File: src/hw/rtl/tqd_pkg.sv
// Package for the task queue dispatcher: request and response structs,
// command codes, queue and task status codes, FSM states and counter helpers.
// No dependencies.
package tqd_pkg;

  localparam int unsigned QueueDepth = 64;
  localparam int unsigned TaskSlots  = 64;
  localparam int unsigned IdxW       = $clog2(QueueDepth);
  localparam int unsigned TaskW      = $clog2(TaskSlots);
  localparam int unsigned CntW       = 7;
  localparam int unsigned PaddrW     = 2;

  localparam logic [3:0] CMD_INIT     = 4'd0;
  localparam logic [3:0] CMD_ENQUEUE  = 4'd1;
  localparam logic [3:0] CMD_DEQ_ONE  = 4'd2;
  localparam logic [3:0] CMD_DEQ_MANY = 4'd3;
  localparam logic [3:0] CMD_START    = 4'd4;
  localparam logic [3:0] CMD_STOP     = 4'd5;
  localparam logic [3:0] CMD_RESET    = 4'd6;
  localparam logic [3:0] CMD_CLAIM    = 4'd7;
  localparam logic [3:0] CMD_RUN_ONE  = 4'd8;
  localparam logic [3:0] CMD_FINISH   = 4'd9;
  localparam logic [3:0] CMD_QUERY    = 4'd10;

  localparam logic [PaddrW-1:0] REG_CAPACITY = 2'd0;

  typedef enum logic [2:0] {
    QS_INIT     = 3'd0,
    QS_READY    = 3'd1,
    QS_STOPPING = 3'd2,
    QS_STOPPED  = 3'd3,
    QS_FINISHED = 3'd4
  } qstate_e;

  typedef enum logic [2:0] {
    TS_INIT     = 3'd0,
    TS_READY    = 3'd1,
    TS_RUNNING  = 3'd2,
    TS_FINISHED = 3'd3,
    TS_UNUSED   = 3'd4
  } tstatus_e;

  typedef enum logic [2:0] {
    ST_IDLE,
    ST_EXEC,
    ST_EMIT,
    ST_WALK_RD,
    ST_WALK_EMIT,
    ST_RST_RD,
    ST_RST_WR
  } fsm_e;

  typedef struct packed {
    logic [3:0]       cmd;
    logic [TaskW-1:0] task_id;
    logic [CntW-1:0]  count;
  } req_t;

  typedef struct packed {
    logic             ok;
    logic [TaskW-1:0] out_task;
    logic [2:0]       queue_state;
    logic [CntW-1:0]  total_tasks;
    logic [CntW-1:0]  ready_tasks;
    logic [CntW-1:0]  running_tasks;
    logic [CntW-1:0]  finished_tasks;
    logic             last;
  } rsp_t;

  function automatic logic [CntW-1:0] inc_sat(input logic [CntW-1:0] v,
                                              input logic [CntW-1:0] n);
    logic [CntW:0] s;
    s = {1'b0, v} + {1'b0, n};
    return s[CntW] ? {CntW{1'b1}} : s[CntW-1:0];
  endfunction

  function automatic logic [CntW-1:0] dec_sat(input logic [CntW-1:0] v,
                                              input logic [CntW-1:0] n);
    return (v > n) ? v - n : '0;
  endfunction

endpackage

File: src/hw/rtl/task_queue_dispatcher_core.sv
// Task queue dispatcher top level: command FSM, task list memory, task status
// memory with per-entry valid bits, counters and APB capacity register.
// Depends on tqd_pkg.
//
// channel   dir  handshake              payload
// request   in   in_valid_i/in_stall_o  in_req_i (cmd, task_id, count)
// response  out  out_valid_o/out_stall_i out_rsp_o (ok .. last)
// config    in   APB psel/penable       queue_capacity at address 0
//
// A single-result command steps through accept and memory read, execute and
// the response register load, which waits out output stall. Dequeue many and
// claim follow execute with a list read and an emit per task; queue reset puts
// a list read and status write per list entry before the load. One command is
// in flight at a time; the next one is accepted while its last response still
// sits in the output register. Reset marks every task status entry unused
// through valid bits at once.
module task_queue_dispatcher_core (
  input  logic                       clk_i,
  input  logic                       rst_ni,
  input  logic                       in_valid_i,
  output logic                       in_stall_o,
  input  tqd_pkg::req_t              in_req_i,
  output logic                       out_valid_o,
  input  logic                       out_stall_i,
  output tqd_pkg::rsp_t              out_rsp_o,
  input  logic                       psel,
  input  logic                       penable,
  input  logic                       pwrite,
  input  logic [tqd_pkg::PaddrW-1:0] paddr,
  input  logic [31:0]                pwdata,
  output logic [31:0]                prdata,
  output logic                       pready
);
  import tqd_pkg::*;

  // memories
  logic [TaskW-1:0] list_mem [QueueDepth];
  logic [2:0]       stat_mem [TaskSlots];
  logic [TaskSlots-1:0] stat_vld_q;

  logic [CntW-1:0] cap_q;
  fsm_e            fsm_q, fsm_d;
  qstate_e         qs_q, qs_d;
  req_t            req_q, req_d;
  logic [CntW-1:0] len_q, len_d, ri_q, ri_d;
  logic [CntW-1:0] tot_q, tot_d, rdy_q, rdy_d, run_q, run_d, fin_q, fin_d;
  logic [CntW-1:0] ptr_q, ptr_d, rem_q, rem_d;
  logic            ok_q, ok_d;
  logic [TaskW-1:0] task_q, task_d;
  logic            out_valid_q, out_valid_d;
  rsp_t            out_q, out_d;

  logic             list_we;
  logic [IdxW-1:0]  list_waddr, list_raddr;
  logic [TaskW-1:0] list_wdata, list_rdata_q;
  logic             stat_we;
  logic [TaskW-1:0] stat_waddr, stat_raddr;
  logic [2:0]       stat_wdata, stat_rdata_q;
  logic             stat_rvld_q;
  logic [2:0]       stat_rd;

  logic            accept, out_free, emit;
  logic            emit_ok, emit_last;
  logic [TaskW-1:0] emit_task;
  logic [CntW-1:0] cap_eff, avail, take_n, fin_new, run_new;

  // config
  assign pready = 1'b1;
  assign prdata = {{(32-CntW){1'b0}}, cap_q};

  always_ff @(posedge clk_i or negedge rst_ni) begin
    if (!rst_ni) begin
      cap_q <= CntW'(64);
    end else if (psel && penable && pwrite && paddr == REG_CAPACITY) begin
      cap_q <= pwdata[CntW-1:0];
    end
  end

  // memory ports
  always_ff @(posedge clk_i) begin
    if (list_we) list_mem[list_waddr] <= list_wdata;
    list_rdata_q <= list_mem[list_raddr];
    if (stat_we) stat_mem[stat_waddr] <= stat_wdata;
    stat_rdata_q <= stat_mem[stat_raddr];
  end

  always_ff @(posedge clk_i or negedge rst_ni) begin
    if (!rst_ni) begin
      stat_vld_q  <= '0;
      stat_rvld_q <= 1'b0;
    end else begin
      if (stat_we) stat_vld_q[stat_waddr] <= 1'b1;
      stat_rvld_q <= stat_vld_q[stat_raddr];
    end
  end

  assign stat_rd = stat_rvld_q ? stat_rdata_q : TS_UNUSED;

  assign accept   = in_valid_i && !in_stall_o;
  assign in_stall_o = (fsm_q != ST_IDLE);
  assign out_free = !out_valid_q || !out_stall_i;

  assign cap_eff = (cap_q < CntW'(QueueDepth)) ? cap_q : CntW'(QueueDepth);
  assign avail   = (len_q > ri_q) ? len_q - ri_q : '0;
  assign take_n  = (req_q.count < avail) ? req_q.count : avail;
  assign run_new = dec_sat(run_q, CntW'(1));
  assign fin_new = inc_sat(fin_q, CntW'(1));

  always_comb begin
    fsm_d = fsm_q;
    qs_d = qs_q;
    req_d = req_q;
    len_d = len_q;
    ri_d = ri_q;
    tot_d = tot_q;
    rdy_d = rdy_q;
    run_d = run_q;
    fin_d = fin_q;
    ptr_d = ptr_q;
    rem_d = rem_q;
    ok_d = ok_q;
    task_d = task_q;
    list_we = 1'b0;
    list_waddr = len_q[IdxW-1:0];
    list_wdata = req_q.task_id;
    list_raddr = ri_q[IdxW-1:0];
    stat_we = 1'b0;
    stat_waddr = req_q.task_id;
    stat_wdata = TS_INIT;
    stat_raddr = in_req_i.task_id;
    emit = 1'b0;
    emit_ok = ok_q;
    emit_task = task_q;
    emit_last = 1'b1;

    case (fsm_q)
      ST_IDLE: begin
        if (accept) begin
          req_d = in_req_i;
          fsm_d = ST_EXEC;
        end
      end
      ST_EXEC: begin
        ok_d = 1'b0;
        task_d = '0;
        fsm_d = ST_EMIT;
        case (req_q.cmd)
          CMD_INIT: begin
            stat_we = 1'b1;
            stat_wdata = TS_INIT;
            ok_d = 1'b1;
          end
          CMD_ENQUEUE: begin
            if (stat_rd == TS_INIT && len_q < cap_eff) begin
              stat_we = 1'b1;
              stat_wdata = TS_READY;
              list_we = 1'b1;
              tot_d = inc_sat(tot_q, CntW'(1));
              rdy_d = inc_sat(rdy_q, CntW'(1));
              len_d = len_q + CntW'(1);
              if (qs_q == QS_FINISHED) qs_d = QS_READY;
              ok_d = 1'b1;
            end
          end
          CMD_DEQ_ONE: begin
            if (qs_q == QS_READY && ri_q < len_q) begin
              task_d = list_rdata_q;
              ri_d = ri_q + CntW'(1);
              ok_d = 1'b1;
            end
          end
          CMD_DEQ_MANY, CMD_CLAIM: begin
            if (qs_q == QS_READY && take_n != '0) begin
              ptr_d = ri_q;
              rem_d = take_n;
              ri_d = ri_q + take_n;
              if (req_q.cmd == CMD_CLAIM) begin
                rdy_d = dec_sat(rdy_q, take_n);
                run_d = inc_sat(run_q, take_n);
              end
              fsm_d = ST_WALK_RD;
            end
          end
          CMD_START: begin
            if (qs_q == QS_INIT || qs_q == QS_STOPPED) begin
              qs_d = QS_READY;
              ok_d = 1'b1;
            end
          end
          CMD_STOP: begin
            if (qs_q == QS_READY) begin
              qs_d = (run_q == '0) ? QS_STOPPED : QS_STOPPING;
              ok_d = 1'b1;
            end
          end
          CMD_RESET: begin
            if (qs_q == QS_FINISHED || qs_q == QS_STOPPED) begin
              qs_d = QS_INIT;
              tot_d = len_q;
              rdy_d = len_q;
              run_d = '0;
              fin_d = '0;
              ri_d = '0;
              ptr_d = '0;
              ok_d = 1'b1;
              if (len_q != '0) fsm_d = ST_RST_RD;
            end
          end
          CMD_RUN_ONE: begin
            if (stat_rd == TS_READY && qs_q != QS_STOPPING && qs_q != QS_STOPPED) begin
              rdy_d = dec_sat(rdy_q, CntW'(1));
              run_d = inc_sat(run_q, CntW'(1));
              stat_we = 1'b1;
              stat_wdata = TS_RUNNING;
              ok_d = 1'b1;
            end
          end
          CMD_FINISH: begin
            if (stat_rd == TS_RUNNING) begin
              stat_we = 1'b1;
              stat_wdata = TS_FINISHED;
              run_d = run_new;
              fin_d = fin_new;
              if (qs_q == QS_STOPPING && run_new == '0) qs_d = QS_STOPPED;
              if (tot_q == fin_new) qs_d = QS_FINISHED;
              ok_d = 1'b1;
            end
          end
          CMD_QUERY: ok_d = 1'b1;
          default: ok_d = 1'b0;
        endcase
      end
      ST_EMIT: begin
        if (out_free) begin
          emit = 1'b1;
          fsm_d = ST_IDLE;
        end
      end
      ST_WALK_RD: begin
        list_raddr = ptr_q[IdxW-1:0];
        fsm_d = ST_WALK_EMIT;
      end
      ST_WALK_EMIT: begin
        // hold the read address so the entry stays put while stalled
        list_raddr = ptr_q[IdxW-1:0];
        emit_ok = 1'b1;
        emit_task = list_rdata_q;
        emit_last = (rem_q == CntW'(1));
        stat_waddr = list_rdata_q;
        stat_wdata = TS_RUNNING;
        if (out_free) begin
          emit = 1'b1;
          stat_we = (req_q.cmd == CMD_CLAIM);
          ptr_d = ptr_q + CntW'(1);
          rem_d = rem_q - CntW'(1);
          fsm_d = emit_last ? ST_IDLE : ST_WALK_RD;
        end
      end
      ST_RST_RD: begin
        list_raddr = ptr_q[IdxW-1:0];
        fsm_d = ST_RST_WR;
      end
      ST_RST_WR: begin
        // mark each listed task ready again
        stat_we = 1'b1;
        stat_waddr = list_rdata_q;
        stat_wdata = TS_READY;
        ptr_d = ptr_q + CntW'(1);
        fsm_d = (ptr_d == len_q) ? ST_EMIT : ST_RST_RD;
      end
      default: fsm_d = ST_IDLE;
    endcase
  end

  always_comb begin
    out_d = out_q;
    out_valid_d = out_valid_q && out_stall_i;
    if (emit) begin
      out_valid_d = 1'b1;
      out_d.ok = emit_ok;
      out_d.out_task = emit_task;
      out_d.queue_state = qs_q;
      out_d.total_tasks = tot_q;
      out_d.ready_tasks = rdy_q;
      out_d.running_tasks = run_q;
      out_d.finished_tasks = fin_q;
      out_d.last = emit_last;
    end
  end

  always_ff @(posedge clk_i or negedge rst_ni) begin
    if (!rst_ni) begin
      fsm_q <= ST_IDLE;
      qs_q <= QS_INIT;
      len_q <= '0;
      ri_q <= '0;
      tot_q <= '0;
      rdy_q <= '0;
      run_q <= '0;
      fin_q <= '0;
      out_valid_q <= 1'b0;
    end else begin
      fsm_q <= fsm_d;
      qs_q <= qs_d;
      len_q <= len_d;
      ri_q <= ri_d;
      tot_q <= tot_d;
      rdy_q <= rdy_d;
      run_q <= run_d;
      fin_q <= fin_d;
      out_valid_q <= out_valid_d;
    end
  end

  always_ff @(posedge clk_i) begin
    req_q <= req_d;
    ptr_q <= ptr_d;
    rem_q <= rem_d;
    ok_q <= ok_d;
    task_q <= task_d;
    out_q <= out_d;
  end

  assign out_valid_o = out_valid_q;
  assign out_rsp_o = out_q;

endmodule
File: config.mk
export PLATFORM = sky130hd
export DESIGN_NAME = task_queue_dispatcher_core
export DESIGN_NICKNAME = d
export VERILOG_FILES = /design/src/hw/rtl/tqd_pkg.sv /design/src/hw/rtl/task_queue_dispatcher_core.sv
export SDC_FILE = /design/constraint.sdc
export NUM_CORES = 1
export LEC_CHECK = 0
export BUFFER_PORTS_ARGS = -buffer_cell sky130_fd_sc_hd__buf_2
export CELL_PAD_IN_SITES_DETAIL_PLACEMENT = 1
export CELL_PAD_IN_SITES_GLOBAL_PLACEMENT = 1
export CORE_MARGIN = 2
export CORE_UTILIZATION = 45
export DETAILED_ROUTE_END_ITERATION = 6
export MAX_ROUTING_LAYER = met4
export PLACE_DENSITY_LB_ADDON = 0.2
export SLEW_MARGIN = 20
export SYNTH_ARGS = -nofsm -noshare
export SYNTH_HDL_FRONTEND = slang
export SYNTH_SLANG_ARGS = --single-unit
File: constraint.sdc
create_clock -name clk_i -period 5.9 [get_ports clk_i]
set_clock_uncertainty 0.2 [all_clocks]
set_input_delay 1.18 -clock clk_i [delete_from_list [all_inputs] [get_ports clk_i]]
set_output_delay 1.18 -clock clk_i [all_outputs]
set_load 0.01 [all_outputs]
## Word level (Yosys, flattened, before mapping)

Memory sizes are Yosys's and may differ from the RTL's. A register that Yosys moved wholly into a read port is not among the register bits.
Index checks and enable logic that the tools add are counted.

- Add/subtract/negate cells: 14
- Multiply operators: 0
- Div/mod/pow operators: 0
- $lt $le $gt $ge: 11
- Eq/ne operators: 46
- Shifts and indexed selects: 0
- Mux-type cells: 91
- Bitwise gates (word level): 1
- Reductions and logical operators: 53

Operators by type and width:

| operator | number |
|---|---|
| $mux W7 | 30 |
| $or A64 B64 Y64 | 1 |
| $pmux W7 S2 | 4 |
| $pmux W7 S4 | 2 |
| $mux W3 | 15 |
| $pmux W7 S3 | 2 |
| $add A7 B1 Y8 const B | 4 |
| $ne A2 B2 Y1 const B | 14 |
| $mux W1 | 22 |
| $add A7 B1 Y7 const B | 3 |
| $lt A7 B7 Y1 | 3 |
| $pmux W3 S7 | 1 |
| $sub A7 B1 Y7 const B | 3 |
| $mux W6 | 3 |
| $eq A4 B3 Y1 const B | 4 |
| $eq A3 B2 Y1 const B | 5 |
| $pmux W3 S5 | 1 |
| $eq A7 B7 Y1 | 2 |
| $gt A7 B1 Y1 const B | 2 |
| $gt A7 B7 Y1 | 2 |
| $logic_not A7 Y1 | 2 |
| $lt A6 B7 Y1 const B | 2 |
| $reduce_and A7 Y1 | 2 |
| $reduce_bool A7 Y1 | 2 |
| 40 further kinds | 85 |

- Register bits: 201
- Bits in latches: 0
- Bits in writable memories: 512
- ROM bits: 0
- Input port bits: 58
- Output and inout bits: 74
- Memories kept: 2

Memory list:

| name | words | bits a word | read ports | clocked after Yosys merged registers in | wr ports | RTL line | source |
|---|---|---|---|---|---|---|---|
| list_mem | 64 | 6 | 1 | 1 | 1 | task_queue_dispatcher_core.sv:37 | `logic [TaskW-1:0] list_mem [QueueDepth];` |
| stat_mem | 64 | 2 | 1 | 1 | 1 | task_queue_dispatcher_core.sv:38 | `logic [2:0] stat_mem [TaskSlots];` |

## Longest topological paths before layout

- Depth after elaboration: 9
- Mapped depth: 30

## Worst setup path before layout

No wires, ideal clock.

- Path type: register to register
- Start: register len_q[0]
- End: register rdy_q[5]
- Library setup time: 0.134 ns
- Arrival time: 5.631 ns
- Slack: -0.066 ns
- Stages on the path, launching flop included: 27
- Period minus slack after synthesis: 5.966 ns
- Path through: dfrtp_1 -> buf_6 -> clkinv_1 -> ha_1 -> inv_1 -> fa_1 -> a21o_1 -> a21oi_1 -> nor3b_1 -> o31ai_2 -> ha_1 -> a21oi_1 -> o21ai_1 -> nor2_1 -> o21ai_0 -> nand2_1 -> inv_1 -> ha_1 -> a211o_1 -> a211oi_1 -> o21bai_1 -> nor3_2 -> maj3_2 -> maj3_1 -> xnor2_1 -> a2111oi_0 -> nor3_1

- Word-level cells in the longest chain between the ends: 9

Ends and longest elaborated chain:

| what | RTL line | source |
|---|---|---|
| start: declaration | task_queue_dispatcher_core.sv:45 | `logic [CntW-1:0] len_q, len_d, ri_q, ri_d;` |
| start signal: assignment | task_queue_dispatcher_core.sv:305 | `len_q <= len_d;` |
| $sub A7 B7 Y7 or $gt A7 B7 Y1 (tied branches) | task_queue_dispatcher_core.sv:104 | `assign avail = (len_q > ri_q) ? len_q - ri_q : '0;` |
| $mux W7 | task_queue_dispatcher_core.sv:104 |  |
| $lt A7 B7 Y1 | task_queue_dispatcher_core.sv:105 | `assign take_n = (req_q.count < avail) ? req_q.count : avail;` |
| $mux W7 | task_queue_dispatcher_core.sv:105 |  |
| $sub A7 B7 Y7 or $gt A7 B7 Y1 (tied branches) | tqd_pkg.sv:79 | `return (v > n) ? v - n : '0;` |
| $mux W7 | tqd_pkg.sv:79 |  |
| $mux W7 | task_queue_dispatcher_core.sv:177 | `if (req_q.cmd == CMD_CLAIM) begin` |
| $mux W7 | task_queue_dispatcher_core.sv:173 | `if (qs_q == QS_READY && take_n != '0) begin` |
| $pmux W7 S4 | task_queue_dispatcher_core.sv:147 | `case (req_q.cmd)` |
| end signal: assignment | task_queue_dispatcher_core.sv:308 | `rdy_q <= rdy_d;` |
| end: declaration | task_queue_dispatcher_core.sv:46 | `logic [CntW-1:0] tot_q, tot_d, rdy_q, rdy_d, run_q, run_d, fin_q, fin_d;` |

Several ways; a longest one is shown, not always the timed one. The select of a mux whose other input is x is not followed.
A chain may end at the register's enable or synchronous reset.

## Worst setup path after layout

- Start: register ri_q[2]
- End: register rdy_q[5]

- Word-level cells in the longest chain between the ends: 9

Ends and longest elaborated chain:

| what | RTL line | source |
|---|---|---|
| start: declaration | task_queue_dispatcher_core.sv:45 |  |
| start signal: assignment | task_queue_dispatcher_core.sv:306 | `ri_q <= ri_d;` |
| $sub A7 B7 Y7 or $gt A7 B7 Y1 (tied branches) | task_queue_dispatcher_core.sv:104 |  |
| $mux W7 * | task_queue_dispatcher_core.sv:104 |  |
| $lt A7 B7 Y1 | task_queue_dispatcher_core.sv:105 |  |
| $mux W7 * | task_queue_dispatcher_core.sv:105 |  |
| $sub A7 B7 Y7 or $gt A7 B7 Y1 (tied branches) | tqd_pkg.sv:79 |  |
| $mux W7 | tqd_pkg.sv:79 |  |
| $mux W7 | task_queue_dispatcher_core.sv:177 |  |
| $mux W7 | task_queue_dispatcher_core.sv:173 |  |
| $pmux W7 S4 | task_queue_dispatcher_core.sv:147 |  |

Mark *: on every way between the ends. The rest lies on a longest branch, timed or not. The select of a mux whose other input is x is not followed.

==> results.yml <==
routing:
  drc: 0
  post_drt_via_cell_ratio: 5.97
  drt_iter0_drc: 1624
  dr_wl_met2_um: 41900
  avgRoutedWirePerCell_um: 25.2
  num_vias: 20100
  drt-total-wl_um: 85000
  topRoutingLayerUsed: "met4"
  detail_route.first_pass.iterations: 7
  dr_wl_met3_um: 3730
  ant_nets: 0
  met1Wirelength_um: 36800
cells_and_area:
  finish.net_count: 2459
  layout.cell_area.non_filler_sq_um: 37100
  post_layout_nonfiller_instances: 3368
  syn_to_final_growth_pct: 12.9
  ff_latch_area_sq_um: 20900
  mostFrequentLayoutCell: "edfxtp_1"
  final_layout_size_suffix_gt1_frac: 0.237
  most-common-layout-cells: "edfxtp_1 (589), mux4_2 (159), nor2_1 (155)"
  area_of_the_multi_input_gates_sq_um: 11300
  nFillCells: 7062
  diodes: 0
floorplanning:
  core_sq_um: 72600
  horiz_die_dim_um: 274
  fp.dieH_um: 274
  dieArea_sq_um: 75200
  design.portCount: 132
  initial_util: 0.453
  floorplan.rows: 99
critical_path:
  critical_path_peak_fanout: 7
  setup.worst_path.start_class: "register"
  worst_r2r_startpoint: "ri_q[2]"
  worstSetupPathType: "reg2reg"
  critical_path_arrival_ns: 5.89
  timing.critical_path.required_ns: 6.19
  critical-path-max-stage-delay_ns: 0.43
  worstSetupStartpoint: "ri_q[2]"
  cpLargestDelayFamily: "compound AO/OA/AOI/OAI gates"
  cp_common_cell: "inv_1"
  endpoint_kind: "register"
  critPathBufInv: 4
  cpMaxStageDelayCell: "ha_2"
timing:
  finalSetupViolations: 0
  maxClockFrequency_ghz: 0.179
  fin_crit_sh: 0.949
  final.setup.worst_slack_ns: 0.302
  timing.setup.tns_ns: 0
  rsz_0062_raised_after_global_routing: "false"
  final_hold_viol_count: 0
  final_period_minus_worst_setup_slack_ns: 5.60
  slew_violations: 0
  tightestPinTransition_ns: 1.04
  maxSlewHeadroom: 0.302
pwr:
  power.density_cell_area_nw_per_um2: 509
  report.power.total_mw: 18.9
  static-leakage-power_nw: 13.1
  worst_ir_drop_vdd_v: 0.000544
clocking:
  total_clock_buffers_created_by_cts: 78
  cts_hold_buf: 0
  cts_sinks: 718
  clock-root-buffer: "clkbuf_16"
  clk_path_buf_depth: 3
  cts.clk_slew.worst_paths_ns: 0.06
  cts_htree_levels: 3
  clock_insertion_delay_worst_skew_ns: 0.63
  tritoncts: "yes"
synthesis:
  yosys_warnings: 0
  post_synth_num_cell_types: 94
  synth_area_sq_um: 32900
  synth-seq-area-share: 0.635
  syn_avg_cell_area_sq_um: 14.7
  synthDominantAreaCellType: "edfxtp_1"
  synth-edff-count: 589
  netlist_instances: 2243
  biggest_area_contributors_in_the_synthesized_netlist: "edfxtp_1 (54%), mux4_2 (11%), dfrtp_1 (9.1%), ha_1 (1.9%), nor2_1 (1.8%)"
  yosysTopAreaCellShare: 0.538
  synth-main-ff-cell: "edfxtp_1"
  postSynthRegisterBits: 718
  synthArstFlopShare: 0.169
hold_path:
  worst_hold_path_type: "reg2reg"
  hold_path.startpoint: "stat_vld_q[30]"
place:
  pre_cts_slack_ns: 0.0587
  dp_hpwl_um: 55000
  placed_cell_count: 3224
  dpl_cell_area_sq_um: 34500
  portBuffers: 80
  gp_congestion: 0.851
global_routing:
  grt_pass1_wl_um: 130000
  overflow: 0
  groute.usage.overall: 0.235
  largest_net_degree_at_the_start_of_global_routing: 97
  first_global_vias: 21100
  antenna_found_initial: 0
run:
  max_cap_viol_count: 0
run_status:
  run_status: "completed"
==> sequential cells by signal (all words and copies together) (netlist names), 11 cells and up <==
register	cells
stat_vld_q	64
out_rsp_o	39
list_mem	384
stat_mem	128
req_q	11
==> through the flow <==
| step | utilization | hold slack [ns] |
|---|---|---|
| after global placement | 0.475 | 0.243 |
| final | 0.512 | 0.261 |
| after CTS | 0.510 | 0.264 |
| after global routing | 0.512 | 0.283 |
| after floorplan | - | 0.223 |
| after detailed placement | 0.475 | 0.251 |
==> final cells by class <==
| class | instances | share of cell area |
|---|---|---|
| repair buffers | 160 | 0.0281 |
| clock inverters | 36 | 0.0117 |
| clock buffers | 105 | 0.0558 |
| flip-flops and latches | 718 | 0.562 |
| multi-input cells | 1336 | 0.304 |
| inverters | 54 | 0.00546 |
| well taps | 959 | 0.0323 |
==> power by group <==
part / switching [mW] / total, mW / internal [mW] / leakage (nW)
sequential: 0.529 / 6.86 / 6.33 / 7.05
combinational: 4.32 / 7.22 / 2.89 / 4.87
clock: 2.00 / 4.83 / 2.83 / 1.21
==> final timing paths <==
kind                       slack [ns]  depth (start not counted)              to
min in group asynchronous        0.38                          1        cap_q[3]
setup / recovery                 0.30                         25        rdy_q[5]
hold reg to reg                  0.26                          1  stat_vld_q[30]
max in group asynchronous        4.00                          2  stat_vld_q[36]
hold / removal                   0.26                          1  stat_vld_q[30]
setup reg to reg                 0.30                         25        rdy_q[5]
==> synthesized netlist by cell type (24+ instances only) <==
library cell,n
dfrtp_1,120
nor4_1,24
and3_1,28
nor3_1,38
nand3_1,49
a21oi_1,83
inv_1,53
nand2_1,154
a31o_2,58
buf_4,38
nor2_1,159
a31oi_1,28
ha_1,50
xnor2_1,34
xor2_1,26
o21ai_0,72
edfxtp_1,589
mux4_2,159
a211oi_1,41
clkbuf_1,78
and2_1,36
==> metal layers <==
layer | GRT usage | vias up
li1 | - | 8923
met1 | 0.310 | 10500
met2 | 0.379 | 486
met3 | 0.0354 | 163
met4 | 0.0725 | 0
met5 | - | -
==> logic make-up (layout without fill, tap and decap cells) <==
family	after synthesis	after routing	share of synthesized area
compound gates	416	416	0.0884
buf+inv	213	355	0.0303
flops	718	718	0.635
simple gates	587	587	0.0891
other cells	2	26	0.000228
fa+ha+maj	55	55	0.0215
xor+xnor	60	60	0.0160
mux	192	192	0.120
==> worst register-to-register path, delay by kind of cell (launching register included) <==
family          cells  cell delay, ns
simple gates        4            0.59
flops               1            0.38
buf+inv             4            0.38
compound gates     11            2.20
fa+ha+maj           5            1.54
xor+xnor            1            0.15
==> repair_timing <==
action	4_1_cts	5_1_grt
hold endpoints to repair	0	0
buffers inserted	0	3
endpoints found under the setup margin	0	8
resized for setup	0	25
Note: power is estimated with default switching activity, not from simulation.
